`src/rtl/kvcr_pkg.sv`:
```
`default_nettype none

package kvcr_pkg;

    // Default number of slots.
    localparam int ENTRIES_DEF = 8;

    // Field widths.
    localparam int KEY_W  = 32;
    localparam int VAL_W  = 32;
    localparam int LFSR_W = 16;

    localparam logic [LFSR_W-1:0] LFSR_SEED = 16'hACE1;

    // Configuration port.
    localparam int CFG_IDX_W  = 1;
    localparam int CFG_DATA_W = 4;
    localparam int POL_W      = 2;
    localparam int CAP_W      = 4;

    localparam logic [CFG_IDX_W-1:0] CFG_POLICY   = 1'd0;
    localparam logic [CFG_IDX_W-1:0] CFG_CAPACITY = 1'd1;

    localparam logic [POL_W-1:0] POL_LRU    = 2'd0;
    localparam logic [POL_W-1:0] POL_FIFO   = 2'd1;
    localparam logic [POL_W-1:0] POL_RANDOM = 2'd2;

    localparam logic [CAP_W-1:0] CAP_RESET = 4'd8;

    localparam logic MODE_GET = 1'b0;
    localparam logic MODE_PUT = 1'b1;

    // Write enables of the key and value memories.
    typedef struct packed {
        logic key;
        logic val;
    } t_wr_en;

endpackage

`default_nettype wire

```
`src/rtl/kvcr_if.sv`:
```
`default_nettype none

// Request channel: one get or put.
interface kvcr_in_if;
    logic               valid;
    logic               ready;
    logic               mode;
    logic signed [31:0] lookup_key;
    logic signed [31:0] store_value;

    modport source (output valid, output mode, output lookup_key, output store_value,
                    input ready);
    modport sink   (input valid, input mode, input lookup_key, input store_value,
                    output ready);
endinterface

// Response channel: one result per request.
interface kvcr_out_if;
    logic               valid;
    logic               ready;
    logic               hit;
    logic signed [31:0] read_value;
    logic               evicted;
    logic signed [31:0] evicted_key;

    modport source (output valid, output hit, output read_value, output evicted,
                    output evicted_key, input ready);
    modport sink   (input valid, input hit, input read_value, input evicted,
                    input evicted_key, output ready);
endinterface

`default_nettype wire

```
`src/rtl/kv_cache_replacement.sv`:
```
// A get hit passes SCAN, DECIDE and VALRD before DONE; a miss or a put into a free slot goes
// from DECIDE to DONE, and a put that evicts waits in VWAIT for the serial remainder, then
// passes VSCAN, VREAD and VKEY. One request is taken at a time.
// A new request is taken only once the last result has moved to the output register; a
// response still waiting for the sink holds that move.
// Reset (synchronous, active low) empties the store at once; no clearing pass.
`default_nettype none

// Fully associative key-value store with LRU, FIFO or pseudo-random replacement.
//
// A request is handled by a small sequencer around one shared key comparator:
//   SCAN    the keys are read from the key memory one slot per cycle and compared
//           against the request key; the first match and the first free slot are
//           recorded. The read data is registered, so each key is compared in the cycle after its read.
//   DECIDE  hit, miss, insertion into a free slot or eviction is settled here. All
//           writes for a hit or a plain insertion happen in this cycle.
//   VWAIT   an eviction waits for the serial remainder unit, which was started at
//           the request transfer with the LFSR and the fill count.
//   VSCAN   the age ranks are swept one slot per cycle to find the victim.
//   VREAD / VKEY  the victim key is read back, and the new entry takes its slot.
//   VALRD   the stored value of a get hit is read.
//   DONE    the result moves to the output register once it is free.
//
// Every valid slot carries an age rank: 0 is the newest (or most recently used under LRU)
// entry. Promotion and eviction reduce to the same update: the chosen slot becomes rank 0
// and valid slots younger than its old rank age by one; a free-slot insert ages them all.
module kv_cache_replacement
    import kvcr_pkg::*;
#(
    parameter int ENTRIES = ENTRIES_DEF
) (
    input  wire                   i_clk,
    input  wire                   i_rst_n,
    input  wire                   i_cfg_we,
    input  wire [CFG_IDX_W-1:0]   i_cfg_idx,
    input  wire [CFG_DATA_W-1:0]  i_cfg_data,
    kvcr_in_if.sink               i_req,
    kvcr_out_if.source            o_rsp
);

    // Slot index, age rank and fill count widths.
    localparam int IW = (ENTRIES > 1) ? $clog2(ENTRIES) : 1;
    localparam int OW = IW;
    localparam int FW = $clog2(ENTRIES + 1);
    localparam int EW = (FW > CAP_W) ? FW : CAP_W;

    typedef enum logic [3:0] {
        S_IDLE,
        S_SCAN,
        S_DECIDE,
        S_VWAIT,
        S_VSCAN,
        S_VREAD,
        S_VKEY,
        S_VALRD,
        S_DONE
    } t_state;

    t_state r_state;

    // Configuration registers.
    logic [POL_W-1:0] r_policy;
    logic [CAP_W-1:0] r_cap;

    // Store state.
    logic [ENTRIES-1:0] r_valid;
    logic [OW-1:0]      r_order [ENTRIES];
    logic [FW-1:0]      r_fill;
    logic [LFSR_W-1:0]  r_lfsr;

    // Request being worked on.
    logic                    r_mode;
    logic signed [KEY_W-1:0] r_key;
    logic signed [VAL_W-1:0] r_val;

    // Scan bookkeeping.
    logic [FW-1:0] r_cnt;
    logic          r_pv;
    logic [IW-1:0] r_pidx;
    logic          r_found;
    logic [IW-1:0] r_slot;
    logic          r_free_ok;
    logic [IW-1:0] r_free;
    logic [OW-1:0] r_target;
    logic          r_vfound;
    logic [IW-1:0] r_vslot;

    // Result held until the output register is free.
    logic                    r_res_hit;
    logic signed [VAL_W-1:0] r_res_rd;
    logic                    r_res_ev;
    logic signed [KEY_W-1:0] r_res_evk;

    // Output register.
    logic                    r_o_vld;
    logic                    r_o_hit;
    logic signed [VAL_W-1:0] r_o_rd;
    logic                    r_o_ev;
    logic signed [KEY_W-1:0] r_o_evk;

    // Store interface.
    t_wr_en           w_we;
    logic [IW-1:0]    w_key_raddr;
    logic [KEY_W-1:0] w_key_q;
    logic [VAL_W-1:0] w_val_q;

    // Remainder unit.
    logic          w_rem_start;
    logic          w_rem_done;
    logic [FW-1:0] w_rem;

    // Commit controls.
    logic          w_accept;
    logic          w_ins_free;
    logic          w_ins;
    logic          w_hit_put;
    logic          w_upd;
    logic          w_upd_all;
    logic [IW-1:0] w_slot;
    logic [OW-1:0] w_age;
    logic [EW-1:0] w_cap_eff;
    logic          w_full;
    logic [FW-1:0] w_target;
    logic          w_key_eq;

    assign w_accept    = i_req.valid && i_req.ready;
    assign w_rem_start = w_accept;

    // Capacity zero acts as one, and anything above the slot count as the slot count.
    always_comb begin
        if (r_cap == '0) begin
            w_cap_eff = EW'(1);
        end else if (EW'(r_cap) > EW'(ENTRIES)) begin
            w_cap_eff = EW'(ENTRIES);
        end else begin
            w_cap_eff = EW'(r_cap);
        end
        w_full = (EW'(r_fill) >= w_cap_eff) && (r_fill != '0);
    end

    // The random index counts from the oldest insertion; the others take the oldest.
    always_comb begin
        if (r_policy == POL_RANDOM) begin
            w_target = r_fill - FW'(1) - w_rem;
        end else begin
            w_target = r_fill - FW'(1);
        end
    end

    // The shared comparator of the key scan.
    assign w_key_eq = (w_key_q == r_key);

    always_comb begin
        w_ins_free = (r_state == S_DECIDE) && !r_found && (r_mode == MODE_PUT) && !w_full;
        w_ins      = w_ins_free || (r_state == S_VKEY);
        w_hit_put  = (r_state == S_DECIDE) && r_found && (r_mode == MODE_PUT);
        w_upd      = w_ins || ((r_state == S_DECIDE) && r_found && (r_policy == POL_LRU));
        w_upd_all  = w_ins_free;
        if (r_state == S_VKEY) begin
            w_slot = r_vslot;
        end else if (r_found) begin
            w_slot = r_slot;
        end else begin
            w_slot = r_free;
        end
        w_age       = r_order[w_slot];
        w_we.key    = w_ins;
        w_we.val    = w_ins || w_hit_put;
        w_key_raddr = (r_state == S_VREAD) ? r_vslot : r_cnt[IW-1:0];
    end

    kvcr_store #(
        .ENTRIES (ENTRIES),
        .IW      (IW)
    ) u_store (
        .i_clk       (i_clk),
        .i_we        (w_we),
        .i_wr_addr   (w_slot),
        .i_wr_key    (r_key),
        .i_wr_val    (r_val),
        .i_key_raddr (w_key_raddr),
        .i_val_raddr (r_slot),
        .o_key_q     (w_key_q),
        .o_val_q     (w_val_q)
    );

    kvcr_rem #(
        .NUM_W (LFSR_W),
        .DEN_W (FW)
    ) u_rem (
        .i_clk   (i_clk),
        .i_rst_n (i_rst_n),
        .i_start (w_rem_start),
        .i_num   (r_lfsr),
        .i_den   (r_fill),
        .o_done  (w_rem_done),
        .o_rem   (w_rem)
    );

    // Configuration writes.
    always_ff @(posedge i_clk) begin
        if (!i_rst_n) begin
            r_policy <= POL_LRU;
            r_cap    <= CAP_RESET;
        end else if (i_cfg_we) begin
            case (i_cfg_idx)
                CFG_POLICY:   r_policy <= i_cfg_data[POL_W-1:0];
                CFG_CAPACITY: r_cap    <= i_cfg_data[CAP_W-1:0];
                default: begin
                end
            endcase
        end
    end

    // Valid bits, age ranks, fill count and LFSR.
    always_ff @(posedge i_clk) begin
        if (!i_rst_n) begin
            r_valid <= '0;
            r_fill  <= '0;
            r_lfsr  <= LFSR_SEED;
            for (int i = 0; i < ENTRIES; i++) begin
                r_order[i] <= '0;
            end
        end else begin
            if (w_upd) begin
                for (int i = 0; i < ENTRIES; i++) begin
                    if (IW'(i) == w_slot) begin
                        r_order[i] <= '0;
                    end else if (r_valid[i] && (w_upd_all || (r_order[i] < w_age))) begin
                        r_order[i] <= r_order[i] + 1'b1;
                    end
                end
            end
            if (w_ins) begin
                r_valid[w_slot] <= 1'b1;
            end
            if (w_ins_free) begin
                r_fill <= r_fill + 1'b1;
            end
            if ((r_state == S_VKEY) && (r_policy == POL_RANDOM)) begin
                r_lfsr <= {r_lfsr[0] ^ r_lfsr[2] ^ r_lfsr[3] ^ r_lfsr[5],
                           r_lfsr[LFSR_W-1:1]};
            end
        end
    end

    // Sequencer and output register.
    always_ff @(posedge i_clk) begin
        if (!i_rst_n) begin
            r_state <= S_IDLE;
            r_o_vld <= 1'b0;
            r_pv    <= 1'b0;
        end else begin
            // In DONE the load below takes care of a transfer out of the register.
            if (r_o_vld && o_rsp.ready && (r_state != S_DONE)) begin
                r_o_vld <= 1'b0;
            end
            case (r_state)
                S_IDLE: begin
                    if (w_accept) begin
                        r_mode    <= i_req.mode;
                        r_key     <= i_req.lookup_key;
                        r_val     <= i_req.store_value;
                        r_cnt     <= '0;
                        r_pv      <= 1'b0;
                        r_found   <= 1'b0;
                        r_slot    <= '0;
                        r_free_ok <= 1'b0;
                        r_free    <= '0;
                        r_res_hit <= 1'b0;
                        r_res_rd  <= '0;
                        r_res_ev  <= 1'b0;
                        r_res_evk <= '0;
                        r_state   <= S_SCAN;
                    end
                end
                S_SCAN: begin
                    // Issue one key read per cycle; compare the previous read.
                    r_pv   <= (r_cnt < FW'(ENTRIES));
                    r_pidx <= r_cnt[IW-1:0];
                    if (r_cnt < FW'(ENTRIES)) begin
                        r_cnt <= r_cnt + 1'b1;
                    end
                    if (r_pv) begin
                        if (r_valid[r_pidx] && w_key_eq && !r_found) begin
                            r_found <= 1'b1;
                            r_slot  <= r_pidx;
                        end
                        if (!r_valid[r_pidx] && !r_free_ok) begin
                            r_free_ok <= 1'b1;
                            r_free    <= r_pidx;
                        end
                    end else if (r_cnt == FW'(ENTRIES)) begin
                        r_state <= S_DECIDE;
                    end
                end
                S_DECIDE: begin
                    r_res_hit <= r_found;
                    if (r_found) begin
                        r_state <= (r_mode == MODE_GET) ? S_VALRD : S_DONE;
                    end else if (r_mode == MODE_GET) begin
                        r_res_rd <= '1;
                        r_state  <= S_DONE;
                    end else if (w_full) begin
                        r_state <= S_VWAIT;
                    end else begin
                        r_state <= S_DONE;
                    end
                end
                S_VWAIT: begin
                    if (w_rem_done) begin
                        r_target <= w_target[OW-1:0];
                        r_cnt    <= '0;
                        r_vfound <= 1'b0;
                        r_vslot  <= '0;
                        r_state  <= S_VSCAN;
                    end
                end
                S_VSCAN: begin
                    if (r_valid[r_cnt[IW-1:0]] && (r_order[r_cnt[IW-1:0]] == r_target)
                        && !r_vfound) begin
                        r_vfound <= 1'b1;
                        r_vslot  <= r_cnt[IW-1:0];
                    end
                    if (r_cnt == FW'(ENTRIES - 1)) begin
                        r_state <= S_VREAD;
                    end else begin
                        r_cnt <= r_cnt + 1'b1;
                    end
                end
                S_VREAD: begin
                    r_state <= S_VKEY;
                end
                S_VKEY: begin
                    r_res_ev  <= 1'b1;
                    r_res_evk <= w_key_q;
                    r_state   <= S_DONE;
                end
                S_VALRD: begin
                    r_res_rd <= w_val_q;
                    r_state  <= S_DONE;
                end
                S_DONE: begin
                    if (!r_o_vld || o_rsp.ready) begin
                        r_o_vld <= 1'b1;
                        r_o_hit <= r_res_hit;
                        r_o_rd  <= r_res_rd;
                        r_o_ev  <= r_res_ev;
                        r_o_evk <= r_res_evk;
                        r_state <= S_IDLE;
                    end
                end
                default: begin
                    r_state <= S_IDLE;
                end
            endcase
        end
    end

    assign i_req.ready       = (r_state == S_IDLE);
    assign o_rsp.valid       = r_o_vld;
    assign o_rsp.hit         = r_o_hit;
    assign o_rsp.read_value  = r_o_rd;
    assign o_rsp.evicted     = r_o_ev;
    assign o_rsp.evicted_key = r_o_evk;

endmodule

`default_nettype wire

```
`src/rtl/kvcr_rem.sv`:
```
`default_nettype none

// Restoring remainder, one dividend bit per cycle.
module kvcr_rem
    import kvcr_pkg::*;
#(
    parameter int NUM_W = LFSR_W,
    parameter int DEN_W = 4
) (
    input  wire              i_clk,
    input  wire              i_rst_n,
    input  wire              i_start,
    input  wire [NUM_W-1:0]  i_num,
    input  wire [DEN_W-1:0]  i_den,
    output logic             o_done,
    output logic [DEN_W-1:0] o_rem
);

    localparam int CNT_W = (NUM_W > 1) ? $clog2(NUM_W) : 1;

    logic             r_busy;
    logic             r_done;
    logic [CNT_W-1:0] r_cnt;
    logic [NUM_W-1:0] r_num;
    logic [DEN_W-1:0] r_rem;
    logic [DEN_W:0]   w_shift;
    logic [DEN_W:0]   w_diff;

    always_comb begin
        w_shift = {r_rem, r_num[NUM_W-1]};
        w_diff  = w_shift - {1'b0, i_den};
    end

    always_ff @(posedge i_clk) begin
        if (!i_rst_n) begin
            r_busy <= 1'b0;
            r_done <= 1'b0;
            r_cnt  <= '0;
        end else if (i_start) begin
            r_busy <= 1'b1;
            r_done <= 1'b0;
            r_cnt  <= '0;
            r_num  <= i_num;
            r_rem  <= '0;
        end else if (r_busy) begin
            r_num <= r_num << 1;
            if (w_shift >= {1'b0, i_den}) begin
                r_rem <= w_diff[DEN_W-1:0];
            end else begin
                r_rem <= w_shift[DEN_W-1:0];
            end
            r_cnt <= r_cnt + 1'b1;
            if (r_cnt == CNT_W'(NUM_W - 1)) begin
                r_busy <= 1'b0;
                r_done <= 1'b1;
            end
        end
    end

    assign o_done = r_done;
    assign o_rem  = r_rem;

endmodule

`default_nettype wire

```
`src/rtl/kvcr_store.sv`:
```
`default_nettype none

// Key and value memories, one write and one registered read port each.
module kvcr_store
    import kvcr_pkg::*;
#(
    parameter int ENTRIES = ENTRIES_DEF,
    parameter int IW      = 3
) (
    input  wire              i_clk,
    input  wire t_wr_en      i_we,
    input  wire [IW-1:0]     i_wr_addr,
    input  wire [KEY_W-1:0]  i_wr_key,
    input  wire [VAL_W-1:0]  i_wr_val,
    input  wire [IW-1:0]     i_key_raddr,
    input  wire [IW-1:0]     i_val_raddr,
    output logic [KEY_W-1:0] o_key_q,
    output logic [VAL_W-1:0] o_val_q
);

    logic [KEY_W-1:0] r_key_mem [ENTRIES];
    logic [VAL_W-1:0] r_val_mem [ENTRIES];

    always_ff @(posedge i_clk) begin
        if (i_we.key) begin
            r_key_mem[i_wr_addr] <= i_wr_key;
        end
        o_key_q <= r_key_mem[i_key_raddr];
    end

    always_ff @(posedge i_clk) begin
        if (i_we.val) begin
            r_val_mem[i_wr_addr] <= i_wr_val;
        end
        o_val_q <= r_val_mem[i_val_raddr];
    end

endmodule

`default_nettype wire

```
`src/flat_wrapper.sv`:
```
// flat-port wrapper written by rule: the top's interface ports become plain ports
module kv_cache_replacement_flat import kvcr_pkg::*;
#(
    parameter int ENTRIES = ENTRIES_DEF
)
  (i_clk, i_rst_n, i_cfg_we, i_cfg_idx, i_cfg_data, i_req_valid, i_req_mode, i_req_lookup_key, i_req_store_value, i_req_ready, o_rsp_valid, o_rsp_hit, o_rsp_read_value, o_rsp_evicted, o_rsp_evicted_key, o_rsp_ready);
  kvcr_in_if i_req_i ();
  kvcr_out_if o_rsp_i ();
  input  wire i_clk;
  input  wire i_rst_n;
  input  wire i_cfg_we;
  input  wire [CFG_IDX_W-1:0] i_cfg_idx;
  input  wire [CFG_DATA_W-1:0] i_cfg_data;
  input wire logic [$bits(i_req_i.valid)-1:0] i_req_valid;
  input wire logic [$bits(i_req_i.mode)-1:0] i_req_mode;
  input wire logic [$bits(i_req_i.lookup_key)-1:0] i_req_lookup_key;
  input wire logic [$bits(i_req_i.store_value)-1:0] i_req_store_value;
  output wire logic [$bits(i_req_i.ready)-1:0] i_req_ready;
  output wire logic [$bits(o_rsp_i.valid)-1:0] o_rsp_valid;
  output wire logic [$bits(o_rsp_i.hit)-1:0] o_rsp_hit;
  output wire logic [$bits(o_rsp_i.read_value)-1:0] o_rsp_read_value;
  output wire logic [$bits(o_rsp_i.evicted)-1:0] o_rsp_evicted;
  output wire logic [$bits(o_rsp_i.evicted_key)-1:0] o_rsp_evicted_key;
  input wire logic [$bits(o_rsp_i.ready)-1:0] o_rsp_ready;
  assign i_req_i.valid = i_req_valid;
  assign i_req_i.mode = i_req_mode;
  assign i_req_i.lookup_key = i_req_lookup_key;
  assign i_req_i.store_value = i_req_store_value;
  assign i_req_ready = i_req_i.ready;
  assign o_rsp_valid = o_rsp_i.valid;
  assign o_rsp_hit = o_rsp_i.hit;
  assign o_rsp_read_value = o_rsp_i.read_value;
  assign o_rsp_evicted = o_rsp_i.evicted;
  assign o_rsp_evicted_key = o_rsp_i.evicted_key;
  assign o_rsp_i.ready = o_rsp_ready;
  kv_cache_replacement #(.ENTRIES(ENTRIES)) u_core (.i_clk(i_clk), .i_rst_n(i_rst_n), .i_cfg_we(i_cfg_we), .i_cfg_idx(i_cfg_idx), .i_cfg_data(i_cfg_data), .i_req(i_req_i), .o_rsp(o_rsp_i));
endmodule
```
`config.mk`:
```
export PLATFORM = sky130hd
export DESIGN_NAME = kv_cache_replacement_flat
export DESIGN_NICKNAME = d
export VERILOG_FILES = /design/src/rtl/kvcr_pkg.sv /design/src/rtl/kvcr_if.sv /design/src/rtl/kv_cache_replacement.sv /design/src/rtl/kvcr_rem.sv /design/src/rtl/kvcr_store.sv /design/src/flat_wrapper.sv
export SDC_FILE = /design/constraint.sdc
export NUM_CORES = 1
export LEC_CHECK = 0
export BUFFER_PORTS_ARGS = -buffer_cell sky130_fd_sc_hd__buf_2
export CORE_MARGIN = 2
export CORE_UTILIZATION = 25
export CTS_BUF_LIST = sky130_fd_sc_hd__clkbuf_16
export CTS_CLUSTER_SIZE = 12
export DETAILED_ROUTE_END_ITERATION = 10
export PLACE_DENSITY = 0.44
export SKIP_CTS_REPAIR_TIMING = 1
export SLEW_MARGIN = 20
export SYNTH_ARGS = -nofsm -noshare
export SYNTH_HDL_FRONTEND = slang
export SYNTH_SLANG_ARGS = --single-unit
```
`constraint.sdc`:
```
create_clock -name i_clk -period 9.5 [get_ports i_clk]
set_input_delay 0 -clock i_clk [delete_from_list [all_inputs] [get_ports i_clk]]
set_output_delay 0 -clock i_clk [all_outputs]
set_load 0.05 [all_outputs]
```
# [Yosys cells after proc, flatten, opt, wreduce, memory -nomap -nowiden]
# Memory sizes are Yosys's and may differ from the RTL's. A register that Yosys moved wholly into a read port is not among the register bits.
# Cells that the tools add are included.
[op_classes] n_addsub=14 order_cmp=16 eq_ne=36 mux=160 n_bitwise=22 reduce_logical=74
[ops] op="$mux 32" count=3
[ops] op="$pmux 32 s3" count=1
[ops] op="$mux 1" count=93
[ops] op="$mux 3" count=28
[ops] op="$mux 4" count=18
[ops] op="$pmux 32 s2" count=1
[ops] op="$eq 32x32->1" count=1
[ops] op="$mux 16" count=2
[ops] op="$pmux 4 s8" count=1
[ops] op="$logic_and 1x1->1" count=25
[ops] op="$add 3x1->3 const B" count=8
[ops] op="$lt 3x3->1" count=8
[ops] op="$eq 4x3->1 const B" count=5
[ops] op="$pmux 3 s2" count=3
[ops] op="$ne 2x1->1 const B" count=8
[ops] op="$or 1x1->1" count=16
[ops] op="$pmux 4 s4" count=1
[ops] op="$reduce_and 3->1" count=5
[ops] op="$reduce_and 5->1" count=3
[ops] op="$add 4x1->4 const B" count=3
[ops] op="$eq 3x3->1 const A" count=4
[ops] op="$eq 4x4->1 const B" count=3
[ops] op="$logic_or 1x1->1" count=12
[ops] op="$lt 3x4->1 const B" count=3
[ops] op="other kinds (33)" count=67
[totals] register_bits=285 mem_bits_rw=536 in_bits=75 elab_cells=358 n_memories=3
[memory_table] memory="u_core.u_store.r_key_mem" depth=8 width=32 read_ports=1 rd_clocked_by_memory_dff=1 write_ports=1 line_no="kvcr_store.sv:21" text="logic [KEY_W-1:0] r_key_mem [ENTRIES];"
[memory_table] memory="u_core.u_store.r_val_mem" depth=8 width=32 read_ports=1 rd_clocked_by_memory_dff=1 write_ports=1 line_no="kvcr_store.sv:22" text="logic [VAL_W-1:0] r_val_mem [ENTRIES];"
[memory_table] memory="u_core.r_order" depth=8 width=3 read_ports=10 rd_clocked_by_memory_dff=1 write_ports=8 line_no="kv_cache_replacement.sv:67" text="logic [OW-1:0] r_order [ENTRIES];"

# [Longest topological paths before layout]
# Gate-level depths: netlist (run 1).
[depth] word_depth=15 mapped_depth=12 mapped_depth_nobuf=10

# [Hierarchy]
# Synthesis (run 1) repeated with hierarchy kept, for this count alone.
[unflattened] hier_cells=1837 area_unflattened_um2=34784.6
[modules_own_cells] module="kvcr_store" n_inst=1 cells_each=827 area_each_um2=20965.1 seq_area_each_um2=16656.0
[modules_own_cells] module="kv_cache_replacement" n_inst=1 cells_each=909 area_each_um2=12528.3 seq_area_each_um2=8157.8
[modules_own_cells] module="kvcr_rem" n_inst=1 cells_each=101 area_each_um2=1291.2 seq_area_each_um2=720.7

# [Worst setup path before layout (run 1)]
# OpenSTA, ideal clock, no wires.
[synth_timing] kind="register to register" start="reg u_core.r_state[1]" end="reg u_core.r_o_ev (netlist: u_core.o_rsp.evicted) (enable)" setup_time_ns=0.585 arrival_time_ns=5.923 required_time_ns=8.915 path_slack_ns=2.992 path_stages_with_launch=5 n_path_buf=2 cell_sequence="dfxtp_1 -> buf_2 -> buf_1 -> nor4b_1 -> nor3b_1"
[synth_between] elab_chain_cells=2
[synth_lines] item="start: declaration" line_no="kv_cache_replacement.sv:59" text="t_state r_state;"
[synth_lines] item="start signal: assignment" line_no="kv_cache_replacement.sv:300" text="r_state <= (r_mode == MODE_GET) ? S_VALRD : S_DONE;"
[synth_lines] item="$eq 4x4->1" line_no="kv_cache_replacement.sv:258" text="case (r_state)"
[synth_lines] item="$reduce_and 3->1 (no line)"
[synth_lines] item="end signal: assignment" line_no="kv_cache_replacement.sv:348" text="r_o_ev <= r_res_ev;"
[synth_lines] item="end: declaration" line_no="kv_cache_replacement.sv:98" text="logic r_o_ev;"
# No other way between the ends.
# A chain may end at the register's enable or synchronous reset.

==> flow_summary.ini, run 1 <==
[status]
outcome = finished, final reports clean

[sta]
worst_pin_slew_ns = 1.09
hold_viol = 0
fmax_mhz = 214
drv_slew = 0
finalWorstSetupSlack_ns = 4.82
grt_setup_unrepaired = no
min_period_over_period_pct = 49.2
period_minus_slack_ns = 4.68
slew_headroom_pct = 27.4
finClkSkew_ns = 0.0249
tns_ns = 0
setup-violations-final = 0

[finish]
regArea_um2 = 25500
multi_input_area_um2 = 8260
final_common_cell = edfxtp_1
reg_top3 = u_core.u_store.r_key_mem x256, u_core.u_store.r_val_mem x256
fin_cells = 4006
layout.nets = 2257
syn2layout_area_growth_pct = 21.0
layout_common_cells = edfxtp_1, nand2_1, mux4_2, buf_2, dfxtp_1
utilization_pct = 30.4
filler_cell_count = 13200
drive_gt1_share_pct = 26.0

[global_routing]
grt_overflow = 0
antenna_found_initial = 4
grt_use_total_pct = 12.0
grt_pass1_vias = 18400
grt_max_degree = 65
grt_pass1_wl_um = 124000

[logic_synthesis]
syn_inst = 1842
synth-seq-cells = 888
synthFlopType = edfxtp_1
synth_nets = 1956
ys_types = 68
synth-edff-count = 775
ys_seq_area_share_pct = 75.0
avgSynthCellArea_um2 = 18.5
async_flop_share_pct = 0
syn_area_um2 = 34000
yosysWarnings = 0

[floorplan]
start_util_pct = 25.2
rows = 135
io_pins = 143
core_um2 = 135000
die_w_um = 373
die_area_um2 = 139000
die_h_um = 373

[route]
drt-pass1-iter-count = 5
vias = 17600
vias_per_cell = 4.38
ant_nets = 0
routed_wl_um = 84500
drc = 0
avgRoutedWirePerCell_um = 21.1
drt_iter0_markers = 1266

[critical_path]
cp-end-kind = flip-flop
arrival_ns = 5.00
reg2reg_slack_ns = 4.82
required_ns = 9.82
crit_type = flip-flop to flip-flop
cp_max_fo = 17
setup.worst_path.start_class = flip-flop

[cts]
clk_pin_slew_ns = 0.06
clk_latency_ns = 0.68
clock_sinks = 888
cts-root-buf = clkbuf_16
cts_buffer_depth = 3
htreeDepth = 3
cts_tree = yes
numCtsBuffers = 97

[placed_design]
portBuffers = 142
gp_congestion = 0.763
dpl.cell_count = 3732
dpl.hpwl_um = 48200
pre_cts_slack_ns = 4.89

[power_and_ir_drop]
p_clk_share_pct = 36.2
combPwrFrac_pct = 15.1
seqPwrFrac_pct = 48.7
switching_power_w = 0.00264
power.share.switching_pct = 26.4
power.total_w = 0.0100
p_leak_nw = 13.7
power.internal_w = 0.00739
powerDensity_nw_per_um2 = 244
ir_drop_uv = 124

[job]
drv_cap = 0

[worst_hold_path]
worst_hold_path_type = input port to flip-flop
==> layout make-up <==
cell class / count / share of cell area (%)
clock buffer: 98 / 5.95
timing repair buffer: 277 / 4.78
inverter: 31 / 0.283
tap: 1781 / 5.41
clock inverter: 82 / 1.52
sequential: 888 / 62.0
multi-input combinational: 848 / 20.1
antenna: 1 / 0.00608
==> power by group through the flow <==
stage	clock network [W]	registers, W	logic [W]
final	0.00363	0.00489	0.00151
after global routing	0.00390	0.00493	0.00166
after CTS	0.00374	0.00489	0.00153
after detailed placement	0	0.00497	0.00152
after global placement	0	0.00495	0.00151
after floorplan	0	0.00487	0.00108
==> critical path: stages, from the launching register on <==
cell	delay, ns
dfxtp_1	0.70
nand4bb_4	0.41
mux2_2	0.50
mux4_2	0.53
mux2i_1	0.82
ha_1	0.39
a211oi_1	0.23
o2111ai_1	0.23
o221a_2	0.33
o21ai_0	0.17
==> kinds of logic after synthesis <==
logic type,count (synthesis),synth area share [%]
compound gates,143,3.02
xor+xnor,57,1.47
simple gates,372,5.17
flops,888,75.0
fa+ha+maj,39,1.48
mux,237,12.6
buf+inv,106,1.26
==> routing by layer <==
metal  global-route usage (%)  part of all wire (%)
met1                     16.2                    46
met2                     19.3                    47
met3                     2.68                   4.6
met4                     3.18                   2.2
met5                        0                 0.015
==> metrics by stage <==
step | instance area [um^2] | hold slack (ns)
final | 41200 | 0.0253
after global routing | 41200 | -0.00192
after CTS | 40200 | -0.570
after detailed placement | 37200 | 0.178
after global placement | 37200 | 0.180
after floorplan | 34000 | 0.0989
==> path summary, 6_finish.rpt <==
path / start / endpoint / depth (start not counted)
worst min register to register: u_core.r_res_hit / u_core.o_rsp.hit / 0
worst max register to register: u_core.r_state[1] / u_core.r_order[3][0] / 9
worst min-delay path: i_req_store_value[19] / u_core.r_val[19] / 2
worst max-delay path: u_core.r_state[1] / u_core.r_order[3][0] / 9
==> synth_stat cells (12+ instances only) <==
| master | count | area [um^2] |
|---|---|---|
| mux2i_1 | 18 | 180 |
| a21oi_1 | 33 | 165 |
| nand4_1 | 15 | 93.8 |
| inv_1 | 30 | 113 |
| nor2_1 | 54 | 203 |
| buf_1 | 14 | 52.6 |
| xnor2_1 | 47 | 412 |
| mux4_2 | 142 | 3200 |
| o21ai_0 | 18 | 90.1 |
| a211oi_1 | 31 | 233 |
| nand3_1 | 27 | 135 |
| mux2_2 | 73 | 822 |
| edfxtp_1 | 775 | 23300 |
| clkbuf_1 | 39 | 146 |
| o211ai_1 | 12 | 90.1 |
| buf_2 | 19 | 95.1 |
| and2_1 | 44 | 275 |
| dfxtp_1 | 113 | 2260 |
| nand2_1 | 181 | 679 |
| ha_1 | 37 | 463 |
(Power assumes the default switching activity.)
==> inputs of run 2 (changes only) <==
- clock period: 9.5 -> 4.6 ns (I/O delays scaled with it)
==> flow_summary.ini, run 2 (synthesis gave the netlist of run 1 again) <==
[status]
outcome = finished, final reports clean

[critical_path]
cp-end-kind = flip-flop
reg2reg_slack_ns = 0.80
slowest_delay_ns = 0.55
crit_top_cell = buf_4
crit_type = flip-flop to flip-flop
r2r_end = u_core.r_order[3][2]
arrival_ns = 4.15
path_cells = buf_4, mux2_2, mux2i_4, mux4_2, mux2i_1, buf_4, ha_1, a211oi_1, o2111ai_1, o221a_2, o21ai_0
required_ns = 4.95
cp_max_fo = 10
r2r-start = u_core.r_found
worstRegToRegCells = 11
setup.worst_path.start_class = flip-flop
cpMaxStageDelayCell = mux4_2

[global_routing]
grt_overflow = 0
grt_pass1_vias = 18400
grt_max_degree = 65
grt_use_total_pct = 12.2
grt_pass1_wl_um = 126000
antenna_found_initial = 4

[finish]
drive_gt1_share_pct = 26.9
reg_top3 = u_core.u_store.r_key_mem x256, u_core.u_store.r_val_mem x256
syn2layout_area_growth_pct = 22.0
layout_common_cells = edfxtp_1, nand2_1, mux4_2, buf_2, dfxtp_1
filler_cell_count = 13300
final_common_cell = edfxtp_1
layout.nets = 2286
utilization_pct = 30.7
fin_area_um2 = 41500

[sta]
slew_headroom_pct = 20.1
min_period_over_period_pct = 82.6
hold_viol = 0
drv_slew = 0
worst_pin_slew_ns = 1.19
fmax_mhz = 263
grt_setup_unrepaired = no
setup-violations-final = 0
finClkSkew_ns = 0.0384
period_minus_slack_ns = 3.80

[cts]
numCtsBuffers = 99
clk_pin_slew_ns = 0.06
htreeDepth = 3
clk_latency_ns = 0.72
cts-root-buf = clkbuf_16
clock_sinks = 888
cts_buffer_depth = 3
cts_tree = yes

[placed_design]
placed_area_um2 = 37400
gp_congestion = 0.793
dpl.hpwl_um = 49800
portBuffers = 142

[floorplan]
rows = 135
die_area_um2 = 139000
die_w_um = 373
io_pins = 143
start_util_pct = 25.2
core_um2 = 135000
die_h_um = 373

[route]
dr_wl_met2_um = 41000
vias_per_cell = 4.41
vias = 17800
drt_iter0_markers = 1309
routed_wl_um = 86000
top_layer_used = met5
dr_wl_met3_um = 3990
avgRoutedWirePerCell_um = 21.3
wl_met1_um = 39000
ant_nets = 0
drt-pass1-iter-count = 5
drc = 0

[worst_hold_path]
hp-start = i_req_lookup_key[18]
hold_end = u_core.r_key[18]
worst_hold_path_type = input port to flip-flop
hold_depth = 2

[power_and_ir_drop]
ir_drop_uv = 276
p_leak_nw = 13.9
powerDensity_nw_per_um2 = 501

[job]
drv_cap = 0
-- run 2: worst max path at each step --
stage	to	from	slack, ns
after CTS	u_core.r_order[3][2]	u_core.r_found	0.81
after detailed placement	u_core.r_order[3][2]	u_core.r_found	0.82
after floorplan	u_core.r_key[0]	u_core.r_state[1]	-0.27
after global placement	u_core.r_order[3][0]	u_core.r_found	0.86
after global routing	u_core.r_order[3][2]	u_core.r_found	0.60
final	u_core.r_order[3][2]	u_core.r_found	0.80
-- run 2: area by class of cell --
type / count / area (um^2) / area share (%)
flip-flops and latches: 888 / 25500 / 61.5
multi-input cells: 848 / 8280 / 19.9
clock buffers: 102 / 2550 / 6.15
repair buffers: 304 / 2250 / 5.42
well taps: 1781 / 2230 / 5.37
clock inverters: 84 / 553 / 1.33
inverters: 31 / 116 / 0.280
diodes: 3 / 7.51 / 0.0181
-- run 2: worst max-delay path: cells and delay by family (launching register included) --
family | cells | cell delay [ns]
muxes | 4 | 1.46
AOI/OAI and AO/OA | 4 | 0.96
buffers and inverters | 2 | 0.40
DFF | 1 | 0.36
adders and majority gates | 1 | 0.26
-- run 2: routing by layer --
metal	vias up	GRT usage, %
li1	7919	-
met1	9321	16.4
met2	431	19.9
met3	135	2.58
met4	2	3.66
met5	-	0
-- run 2: metrics by stage --
stage	power [W]	std cells	hold WS (ns)	setup slack, ns	setup TNS [ns]
4_1_cts	0.0211	3934	-0.629	0.805	0
2_1_floorplan	0.0123	1842	0.0989	-0.268	-17.62
3_5_place_dp	0.0135	3748	0.179	0.824	0
6_report	0.0208	4041	0.0282	0.799	0
5_1_grt	0.0217	4039	-0.0105	0.597	0
3_3_place_gp	0.0134	3748	0.179	0.864	0
-- run 2: where the power goes --
part	internal (W)	total [W]	switching, W
Combinational	0.00143	0.00325	0.00182
Sequential	0.00959	0.0101	0.000467
Clock	0.00421	0.00749	0.00329
